[src/design/crhs_pkg.sv]
`timescale 1ns / 1ps
package crhs_pkg;

  localparam int unsigned DataW = 64;
  localparam int unsigned FracW = 40;
  localparam int unsigned TolW  = 21;
  localparam int unsigned CapW  = 8;
  localparam int unsigned NumCoef = 3;

  localparam logic [TolW-1:0] TolReset = TolW'(1);
  localparam logic [CapW-1:0] CapReset = CapW'(100);

  typedef logic signed [DataW-1:0] q_t;
  typedef logic [DataW-1:0]        u64_t;
  typedef logic [2*DataW-1:0]      u128_t;

  localparam q_t OneQ = q_t'(64'sh0000_0100_0000_0000);

  typedef enum logic [1:0] {
    STAT_CONVERGED      = 2'd0,
    STAT_NOT_BRACKETED  = 2'd1,
    STAT_CAP_REACHED    = 2'd2
  } status_e;

  typedef enum logic [0:0] {
    REG_TOLERANCE = 1'b0,
    REG_ITER_CAP  = 1'b1
  } reg_idx_e;

  typedef enum logic [4:0] {
    OP_NONE,
    OP_LOAD,
    OP_MUL_P,
    OP_HORNER,
    OP_STORE_FA,
    OP_STORE_FB,
    OP_STORE_FD,
    OP_SWAP,
    OP_DM,
    OP_DS_DM,
    OP_MUL_SEC,
    OP_DIV,
    OP_DS_Q,
    OP_STEP,
    OP_NEXT_D,
    OP_B_FROM_D,
    OP_ADVANCE,
    OP_FINISH
  } dp_op_e;

  typedef enum logic [1:0] {
    TGT_A,
    TGT_B,
    TGT_D
  } eval_tgt_e;

  typedef enum logic [3:0] {
    S_IDLE,
    S_EV_MUL,
    S_EV_WAIT,
    S_EV_DONE,
    S_CHECK,
    S_LOOP,
    S_TEST,
    S_DSDM,
    S_SEC_MUL,
    S_SEC_WAIT,
    S_DIV_WAIT,
    S_STEP,
    S_NEXT,
    S_UPDATE,
    S_FIN
  } ctrl_state_e;

  typedef struct packed {
    dp_op_e  op;
    status_e fin;
  } dp_cmd_t;

  typedef struct packed {
    logic mul_done;
    logic div_done;
    logic horner_last;
    logic same_ab;
    logic bc_small;
    logic den_small;
    logic fd_small;
    logic cap_hit;
  } dp_stat_t;

endpackage

[src/design/crhs_ctrl.sv]
`timescale 1ns / 1ps
module crhs_ctrl (
  input  logic               clk_i,
  input  logic               rst_ni,
  input  logic               in_valid_i,
  output logic               in_ready_o,
  output logic               out_valid_o,
  input  logic               out_ready_i,
  input  crhs_pkg::dp_stat_t stat_i,
  output crhs_pkg::dp_cmd_t  cmd_o
);
  import crhs_pkg::*;

  ctrl_state_e state_q, state_d;
  eval_tgt_e   tgt_q, tgt_d;
  status_e     fin_q, fin_d;
  logic        out_valid_q, out_valid_d;
  logic        fin_go;

  assign fin_go = !out_valid_q || out_ready_i;

  always_comb begin
    state_d = state_q;
    tgt_d   = tgt_q;
    fin_d   = fin_q;
    unique case (state_q)
      S_IDLE: begin
        if (in_valid_i) begin
          tgt_d   = TGT_A;
          state_d = S_EV_MUL;
        end
      end
      S_EV_MUL: state_d = S_EV_WAIT;
      S_EV_WAIT: begin
        if (stat_i.mul_done) state_d = stat_i.horner_last ? S_EV_DONE : S_EV_MUL;
      end
      S_EV_DONE: begin
        unique case (tgt_q)
          TGT_A: begin
            tgt_d   = TGT_B;
            state_d = S_EV_MUL;
          end
          TGT_B: state_d = S_CHECK;
          default: state_d = S_UPDATE;
        endcase
      end
      S_CHECK: begin
        if (stat_i.same_ab) begin
          fin_d   = STAT_NOT_BRACKETED;
          state_d = S_FIN;
        end else begin
          state_d = S_LOOP;
        end
      end
      S_LOOP: begin
        if (stat_i.cap_hit) begin
          fin_d   = STAT_CAP_REACHED;
          state_d = S_FIN;
        end else begin
          state_d = S_TEST;
        end
      end
      S_TEST: begin
        if (stat_i.bc_small) begin
          fin_d   = STAT_CONVERGED;
          state_d = S_FIN;
        end else begin
          state_d = stat_i.den_small ? S_DSDM : S_SEC_MUL;
        end
      end
      S_DSDM: state_d = S_STEP;
      S_SEC_MUL: state_d = S_SEC_WAIT;
      S_SEC_WAIT: if (stat_i.mul_done) state_d = S_DIV_WAIT;
      S_DIV_WAIT: if (stat_i.div_done) state_d = S_STEP;
      S_STEP: state_d = S_NEXT;
      S_NEXT: begin
        tgt_d   = TGT_D;
        state_d = S_EV_MUL;
      end
      S_UPDATE: begin
        if (stat_i.fd_small) begin
          fin_d   = STAT_CONVERGED;
          state_d = S_FIN;
        end else begin
          state_d = S_LOOP;
        end
      end
      S_FIN: if (fin_go) state_d = S_IDLE;
      default: state_d = S_IDLE;
    endcase
  end

  always_comb begin
    cmd_o.op    = OP_NONE;
    cmd_o.fin   = fin_q;
    in_ready_o  = 1'b0;
    out_valid_d = out_valid_q && !out_ready_i;
    unique case (state_q)
      S_IDLE: begin
        in_ready_o = 1'b1;
        if (in_valid_i) cmd_o.op = OP_LOAD;
      end
      S_EV_MUL: cmd_o.op = OP_MUL_P;
      S_EV_WAIT: if (stat_i.mul_done) cmd_o.op = OP_HORNER;
      S_EV_DONE: begin
        unique case (tgt_q)
          TGT_A: cmd_o.op = OP_STORE_FA;
          TGT_B: cmd_o.op = OP_STORE_FB;
          default: cmd_o.op = OP_STORE_FD;
        endcase
      end
      S_LOOP: if (!stat_i.cap_hit) cmd_o.op = OP_SWAP;
      S_TEST: if (!stat_i.bc_small) cmd_o.op = OP_DM;
      S_DSDM: cmd_o.op = OP_DS_DM;
      S_SEC_MUL: cmd_o.op = OP_MUL_SEC;
      S_SEC_WAIT: if (stat_i.mul_done) cmd_o.op = OP_DIV;
      S_DIV_WAIT: if (stat_i.div_done) cmd_o.op = OP_DS_Q;
      S_STEP: cmd_o.op = OP_STEP;
      S_NEXT: cmd_o.op = OP_NEXT_D;
      S_UPDATE: cmd_o.op = stat_i.fd_small ? OP_B_FROM_D : OP_ADVANCE;
      S_FIN: begin
        if (fin_go) begin
          cmd_o.op    = OP_FINISH;
          out_valid_d = 1'b1;
        end
      end
      default: ;
    endcase
  end

  always_ff @(posedge clk_i or negedge rst_ni) begin
    if (!rst_ni) begin
      state_q     <= S_IDLE;
      tgt_q       <= TGT_A;
      fin_q       <= STAT_CONVERGED;
      out_valid_q <= 1'b0;
    end else begin
      state_q     <= state_d;
      tgt_q       <= tgt_d;
      fin_q       <= fin_d;
      out_valid_q <= out_valid_d;
    end
  end

  assign out_valid_o = out_valid_q;

endmodule

[config.mk]
export PLATFORM = sky130hd
export DESIGN_NAME = crhs_ctrl
export DESIGN_NICKNAME = d
export VERILOG_FILES = /design/src/design/crhs_pkg.sv /design/src/design/crhs_ctrl.sv
export SDC_FILE = /design/constraint.sdc
export NUM_CORES = 1
export LEC_CHECK = 0
export BUFFER_PORTS_ARGS = -buffer_cell sky130_fd_sc_hd__buf_2
export CAP_MARGIN = 0
export CORE_UTILIZATION = 30
export CTS_BUF_LIST = sky130_fd_sc_hd__clkbuf_8
export CTS_CLUSTER_DIAMETER = 200
export CTS_CLUSTER_SIZE = 12
export DETAILED_ROUTE_END_ITERATION = 7
export PLACE_DENSITY = 0.51
export SLEW_MARGIN = 20
export SYNTH_ARGS = -nofsm -noshare
export SYNTH_HDL_FRONTEND = slang
export SYNTH_SLANG_ARGS = --single-unit
[constraint.sdc]
create_clock -name clk_i -period 2.3 [get_ports clk_i]
set_input_delay 0.46 -clock clk_i [delete_from_list [all_inputs] [get_ports clk_i]]
set_output_delay 0.46 -clock clk_i [all_outputs]
set_load 0.05 [all_outputs]
==> results of run 1 <==
==> timing repair <==
item | in CTS | in global routing
cloned | 0 | 0
resized for setup | 2 | 4
endpoints found under the setup margin | 2 | 3
==> cells by family (layout without fill, tap and decap cells) <==
| logic type | Yosys count | in the layout | synth area share (%) |
|---|---|---|---|
| AOI/OAI and AO/OA | 50 | 50 | 35.7 |
| buffers and inverters | 16 | 39 | 9.39 |
| DFF | 9 | 9 | 22.0 |
| muxes | 4 | 4 | 4.15 |
| and+or+nand+nor | 55 | 55 | 28.8 |
==> registers in the layout, indices dropped and copies added (netlist names) <==
register,cells
out_valid_o,1
fin_q,2
tgt_q,2
state_q,4
==> worst paths after layout <==
| check | slack, ns | startpoint | to |
|---|---|---|---|
| setup reg to reg | 0.45 | state_q[3]$_DFFE_PN0P_ | state_q[0]$_DFFE_PN0P_ |
| max in group asynchronous | 2.01 | rst_ni | state_q[1]$_DFFE_PN0P_ |
| hold / removal | 0.07 | rst_ni | state_q[3]$_DFFE_PN0P_ |
| setup / recovery | 0.11 | state_q[1]$_DFFE_PN0P_ | cmd_o[5] |
| min in group clk_i | 0.50 | fin_q[1]$_DFFE_PN0P_ | fin_q[1]$_DFFE_PN0P_ |
| hold reg to reg | 0.50 | fin_q[1]$_DFFE_PN0P_ | fin_q[1]$_DFFE_PN0P_ |
==> cells in the mapped netlist (2+ instances only) <==
master    count  area [um2]
o21ai_0      13        65.1
nand2_1      12        45.0
a21oi_1       9        45.0
dfrtp_1       9         225
nand3_1       9        45.0
nor2_1        9        33.8
nand2b_1      8        50.1
inv_1         5        18.8
nor2b_1       5        31.3
o21ai_1       4        20.0
buf_6         3        33.8
a21boi_0      2        15.0
a22oi_1       2        15.0
a32oi_1       2        17.5
buf_2         2        10.0
buf_4         2        15.0
clkbuf_1      2        7.51
mux2i_1       2        20.0
nand3b_1      2        15.0
nor3_1        2        10.0
or2b_2        2        17.5
==> per-stage QoR <==
step	total power, mW	instances
2_1_floorplan	1.56	134
3_3_place_gp	1.88	197
3_5_place_dp	1.88	197
4_1_cts	2.08	201
5_1_grt	2.27	201
6_report	2.10	201
==> critical path: stages (launching register included) <==
cell and delay, ns:
dfrtp_2 0.47, nand2b_1 0.23, a21oi_1 0.25, o21ai_1 0.13
o311ai_1 0.12, clkbuf_4 0.28
==> cell type report <==
| type | instances | area (um2) | share of cell area (%) |
|---|---|---|---|
| multi-input combinational | 109 | 718 | 57.7 |
| sequential | 9 | 229 | 18.4 |
| timing repair buffer | 29 | 173 | 13.9 |
| tap | 44 | 55.1 | 4.43 |
| clock buffer | 3 | 41.3 | 3.32 |
| inverter | 6 | 22.5 | 1.81 |
| clock inverter | 1 | 5.00 | 0.402 |
==> per-layer routing <==
metal / global-route usage, % / vias up
met4: 6.49 / 0
met3: 2.77 / 2
li1: - / 537
met2: 25.7 / 33
met5: 0 / -
met1: 26.8 / 505
==> power by group through the flow <==
stage / Combinational (mW) / Clock [mW] / Sequential (mW)
4_1_cts: 1.50 / 0.194 / 0.386
5_1_grt: 1.65 / 0.201 / 0.415
6_report: 1.52 / 0.188 / 0.396
3_5_place_dp: 1.49 / 0 / 0.387
2_1_floorplan: 1.20 / 0 / 0.362
3_3_place_gp: 1.50 / 0 / 0.384
==> flow_summary.json, run 1 <==
{
  "clk_latency_ns": 0.24,
  "mostFrequentLayoutCell": "buf_2",
  "reg2regPathDepth": 6,
  "vias": 1077,
  "switching_power_mw": 1.17,
  "setup_violations": 0,
  "io_buffers": 20,
  "coreArea_mm2": 0.00315,
  "place.gp.congestion": 0.916,
  "cp_data_required_time_ns": 1.84,
  "htree_levels": 1,
  "avgSynthCellArea_um2": 7.66,
  "pwr-share-seq_pct": 18.9,
  "final_cell_mix": "18 x buf_2, 12 x nand2_1, 12 x o21ai_0",
  "fin_util_pct": 39.4,
  "crit_type": "register to output pin",
  "grt_usage_pct": 17.9,
  "critPathArrivalTime_ns": 1.73,
  "drive_gt1_share_pct": 33.1,
  "ys_seq_area_share_pct": 22.0,
  "cts_tree": "done",
  "wl_met3_um": 132,
  "cts_setup_buffers": 0,
  "crit_fanout": 11,
  "synth_flop_cell": "dfrtp_1",
  "internal_power_mw": 0.933,
  "start_util_pct": 32.5,
  "syn_to_final_growth_pct": 21.2,
  "ys_ff_latch": 9,
  "cts_buffers": 3,
  "yosysUniqueCellTypes": 49,
  "post-route-min-period_ns": 2.19,
  "ios": 21,
  "wl_um": 2980,
  "dieHeight_um": 60.5,
  "drt_first_pass_iters": 4,
  "postRouteAntennaNets": 0,
  "max_slew_margin_pct": 64.5,
  "hold_violations": 0,
  "drcViolationCount": 0,
  "p_per_area_mw_per_mm2": 1690,
  "cts_root_buf": "clkbuf_8",
  "path_clk_slew_ns": 0.05,
  "rows": 20,
  "clkPwrFrac_pct": 9.0,
  "n_antenna_cell": 0,
  "yosysWarnings": 0,
  "grt_pass1_vias": 967,
  "dp_hpwl_um": 2260,
  "synth_cells": 134,
  "top_layer": "met4",
  "syn_area_mm2": 0.00103,
  "cp-start-kind": "register",
  "design_area_mm2": 0.00124,
  "irDropWorstVdd_uv": 544,
  "grt_pass1_wl_um": 4790,
  "status": "finished clean",
  "chipWidth_um": 60.5,
  "p_leak_nw": 0.505,
  "route.met2.wl_um": 1320,
  "fmax_mhz": 457,
  "grt_max_degree": 16,
  "die_area_mm2": 0.00366,
  "hold_slack_ns": 0.0741,
  "wl_per_cell_um": 14.8,
  "syn_nets": 146,
  "hold_path.class": "input port to async pin",
  "setup-tns-final_ns": 0,
  "rsz0062_at_grt": "false",
  "drt_iter0_drc": 45,
  "skew_ns": 0.00667,
  "synth_edf_count": 0,
  "fillers": 358,
  "place_area_mm2": 0.00119,
  "critPathCaptureType": "output pin",
  "tightest_slew_ns": 0.532,
  "p_sw_share_pct": 55.6,
  "maxSlewViolCount": 0,
  "cts_hold_buf": 0,
  "period_share_pct": 95.2,
  "clock_sinks": 9,
  "fin_nets": 170,
  "dp_slack_ns": 0.210,
  "gr-total-overflow": 0,
  "viasPerCell": 5.36,
  "maxCapViolations": 0,
  "drt-met1-wl_um": 1510,
  "cts_max_path_buffers": 2,
  "antenna_found_initial": 0,
  "power_frac_comb_pct": 72.2,
  "async_reset_ff_share_pct": 100,
  "setup_slack_ns": 0.111
}
Power figures use the tool's default switching activity.
==> run 2: changes to the inputs <==
--- a/config.mk
+++ b/config.mk
@@ -7,12 +7,12 @@
 export LEC_CHECK = 0
 export BUFFER_PORTS_ARGS = -buffer_cell sky130_fd_sc_hd__buf_2
 export CAP_MARGIN = 0
-export CORE_UTILIZATION = 30
+export CORE_UTILIZATION = 51
 export CTS_BUF_LIST = sky130_fd_sc_hd__clkbuf_8
 export CTS_CLUSTER_DIAMETER = 200
 export CTS_CLUSTER_SIZE = 12
 export DETAILED_ROUTE_END_ITERATION = 7
-export PLACE_DENSITY = 0.51
+export PLACE_DENSITY = 0.8
 export SLEW_MARGIN = 20
 export SYNTH_ARGS = -nofsm -noshare
 export SYNTH_HDL_FRONTEND = slang
==> constraint.sdc (replaced) <==
create_clock -name clk_i -period 1.9 [get_ports clk_i]
set_input_delay 0.38 -clock clk_i [delete_from_list [all_inputs] [get_ports clk_i]]
set_output_delay 0.38 -clock clk_i [all_outputs]
set_load 0.05 [all_outputs]
==> run 2 against run 1 <==
  * The flow now finishes with violations (setup timing)
  * Non-clock buffer count increased by 19
  * First-iteration DRC count rose by 91%
  * Critical path type unchanged
  * Utilization is 44 points higher
  * Via count increased by 21%
  * Combinational power increased by 72%
  * Design area increased by 22%
  * Flip-flop and latch count unchanged
  * Largest cell class unchanged
==> flow_summary.json, run 2 (synthesized netlist as in run 1, its figures left out) <==
{
  "final_cell_mix": "22 x buf_4, 15 x buf_2, 12 x nand2_1",
  "htree_levels": 1,
  "path_delay_family": "flip-flops",
  "clk_latency_ns": 0.23,
  "dieHeight_um": 46.9,
  "period_share_pct": 102,
  "grt_pass1_vias": 1133,
  "largestRegisters": "state_q: 4 flops, fin_q: 2 flops, tgt_q: 2 flops",
  "post-route-min-period_ns": 1.95,
  "critPathSlowestCell": "dfrtp_2",
  "critPathArrivalTime_ns": 1.57,
  "irDropWorstVdd_uv": 1520,
  "hold_violations": 0,
  "cp_cell_sequence": "buf_4 > nand2b_4 > o22ai_1 > mux2i_1 > o31ai_4 > buf_6",
  "place_area_mm2": 0.00127,
  "setup_slack_ns": -0.0462,
  "viasPerCell": 6.47,
  "tightest_slew_ns": 0.399,
  "power.total_mw": 3.28,
  "syn_to_final_growth_pct": 47.3,
  "crit_type": "register to output pin",
  "setup_violations": 4,
  "mostFrequentLayoutCell": "buf_4",
  "wl_um": 3710,
  "drt_first_pass_iters": 6,
  "clock_sinks": 9,
  "cpPeakStageDelay_ns": 0.44,
  "coreArea_mm2": 0.00180,
  "grt_max_degree": 16,
  "cp-start-kind": "register",
  "maxSlewViolCount": 0,
  "violations": "setup timing",
  "maxCapViolations": 0,
  "n_antenna_cell": 0,
  "cp_data_required_time_ns": 1.52,
  "rows": 15,
  "skew_ns": 0.00382,
  "ff_latch_area_um2": 230,
  "fin_nets": 189,
  "critPathCaptureType": "output pin",
  "cts_max_path_buffers": 2,
  "wl_per_cell_um": 18.4,
  "antenna_found_initial": 0,
  "max_slew_margin_pct": 73.2,
  "status": "finished with violations",
  "gr-total-overflow": 0,
  "cts_root_buf": "clkbuf_8",
  "grt_pass1_wl_um": 5260,
  "place.gp.congestion": 0.975,
  "largest_register_ffs": 4,
  "path_clk_slew_ns": 0.04,
  "start_util_pct": 56.9,
  "p_per_area_mw_per_mm2": 2170,
  "die_area_mm2": 0.00219,
  "crit_buf_inv": 2,
  "cts_buffers": 3,
  "chipWidth_um": 46.9,
  "crit_fanout": 6,
  "drt_iter0_drc": 86,
  "vias": 1301,
  "grt_usage_pct": 34.4,
  "design_area_mm2": 0.00151,
  "fillers": 108,
  "ios": 21,
  "cts_tree": "done",
  "multiInputGateArea_um2": 820,
  "dp_hpwl_um": 2380,
  "rsz0062_at_grt": "true",
  "postRouteAntennaNets": 0,
  "regMostFlops": "state_q",
  "rrSetupSlack_ns": 0.14,
  "fmax_mhz": 514,
  "drcViolationCount": 0,
  "p_leak_nw": 0.641,
  "drive_gt1_share_pct": 46.6,
  "io_buffers": 20,
  "hold_path.class": "input port to register"
}
==> run 2: final timing paths <==
| check | to | startpoint | cells after the start |
|---|---|---|---|
| worst max-delay path | cmd_o[3] | state_q[1]$_DFFE_PN0P_ | 6 |
| worst min-delay path | fin_q[1]$_DFFE_PN0P_ | stat_i[0] | 2 |
| worst max register to register | state_q[0]$_DFFE_PN0P_ | state_q[3]$_DFFE_PN0P_ | 6 |
| worst min register to register | fin_q[1]$_DFFE_PN0P_ | fin_q[1]$_DFFE_PN0P_ | 1 |
| max in group asynchronous | state_q[3]$_DFFE_PN0P_ | rst_ni | 2 |
| min in group asynchronous | tgt_q[0]$_DFFE_PN0P_ | rst_ni | 2 |
==> run 2: timing repair <==
action                                  4_1_cts  5_1_grt
hold buffers                                  1        0
hold endpoints to repair                      4        0
resized for setup                            14       25
endpoints found under the setup margin        5        5
buffers inserted                              5        3
pin swaps                                     0        5
==> run 2: cell type report <==
| type | count | area share [%] |
|---|---|---|
| inverters | 6 | 1.49 |
| multi-input cells | 109 | 54.2 |
| clock inverters | 1 | 0.248 |
| clock buffers | 3 | 2.73 |
| repair buffers | 48 | 24.0 |
| flip-flops and latches | 9 | 15.2 |
| well taps | 25 | 2.07 |
==> run 2: report_power, final <==
group	internal (mW)	total [mW]	leakage (nW)	switching, mW
combinational	1.14	2.61	0.509	1.47
sequential	0.287	0.452	0.104	0.165
clock	0.141	0.215	0.0269	0.0748
total	1.57	3.28	0.641	1.71
==> run 2: metal layers <==
metal  part of all wire (%)  routed length (um)  GRT usage [%]
met1                     38                1390           44.0
met2                     48                1780           57.5
met3                     10                 372           6.92
met4                    4.3                 158           12.0
met5                      0                   0              0
==> run 2: metrics by stage <==
step           util, %  setup WS, ns  TNS, ns  cells  hold slack (ns)
2_1_floorplan        -       -0.0999  -0.0999    134           0.0844
3_3_place_gp      70.7        0.0441        0    189            0.239
3_5_place_dp      70.7        0.0227        0    189            0.240
4_1_cts           77.6       -0.0369  -0.0920    199            0.471
5_1_grt           83.9       -0.0846   -0.272    201            0.499
6_report          83.9       -0.0462  -0.0941    201            0.492
==> run 2: worst register-to-register path: stages (launching register included) <==
cell and delay, ns:
dfrtp_2 0.51, buf_4 0.21, or3_4 0.38, a21oi_4 0.19
nor2_2 0.06, a21o_1 0.15, a32oi_1 0.17
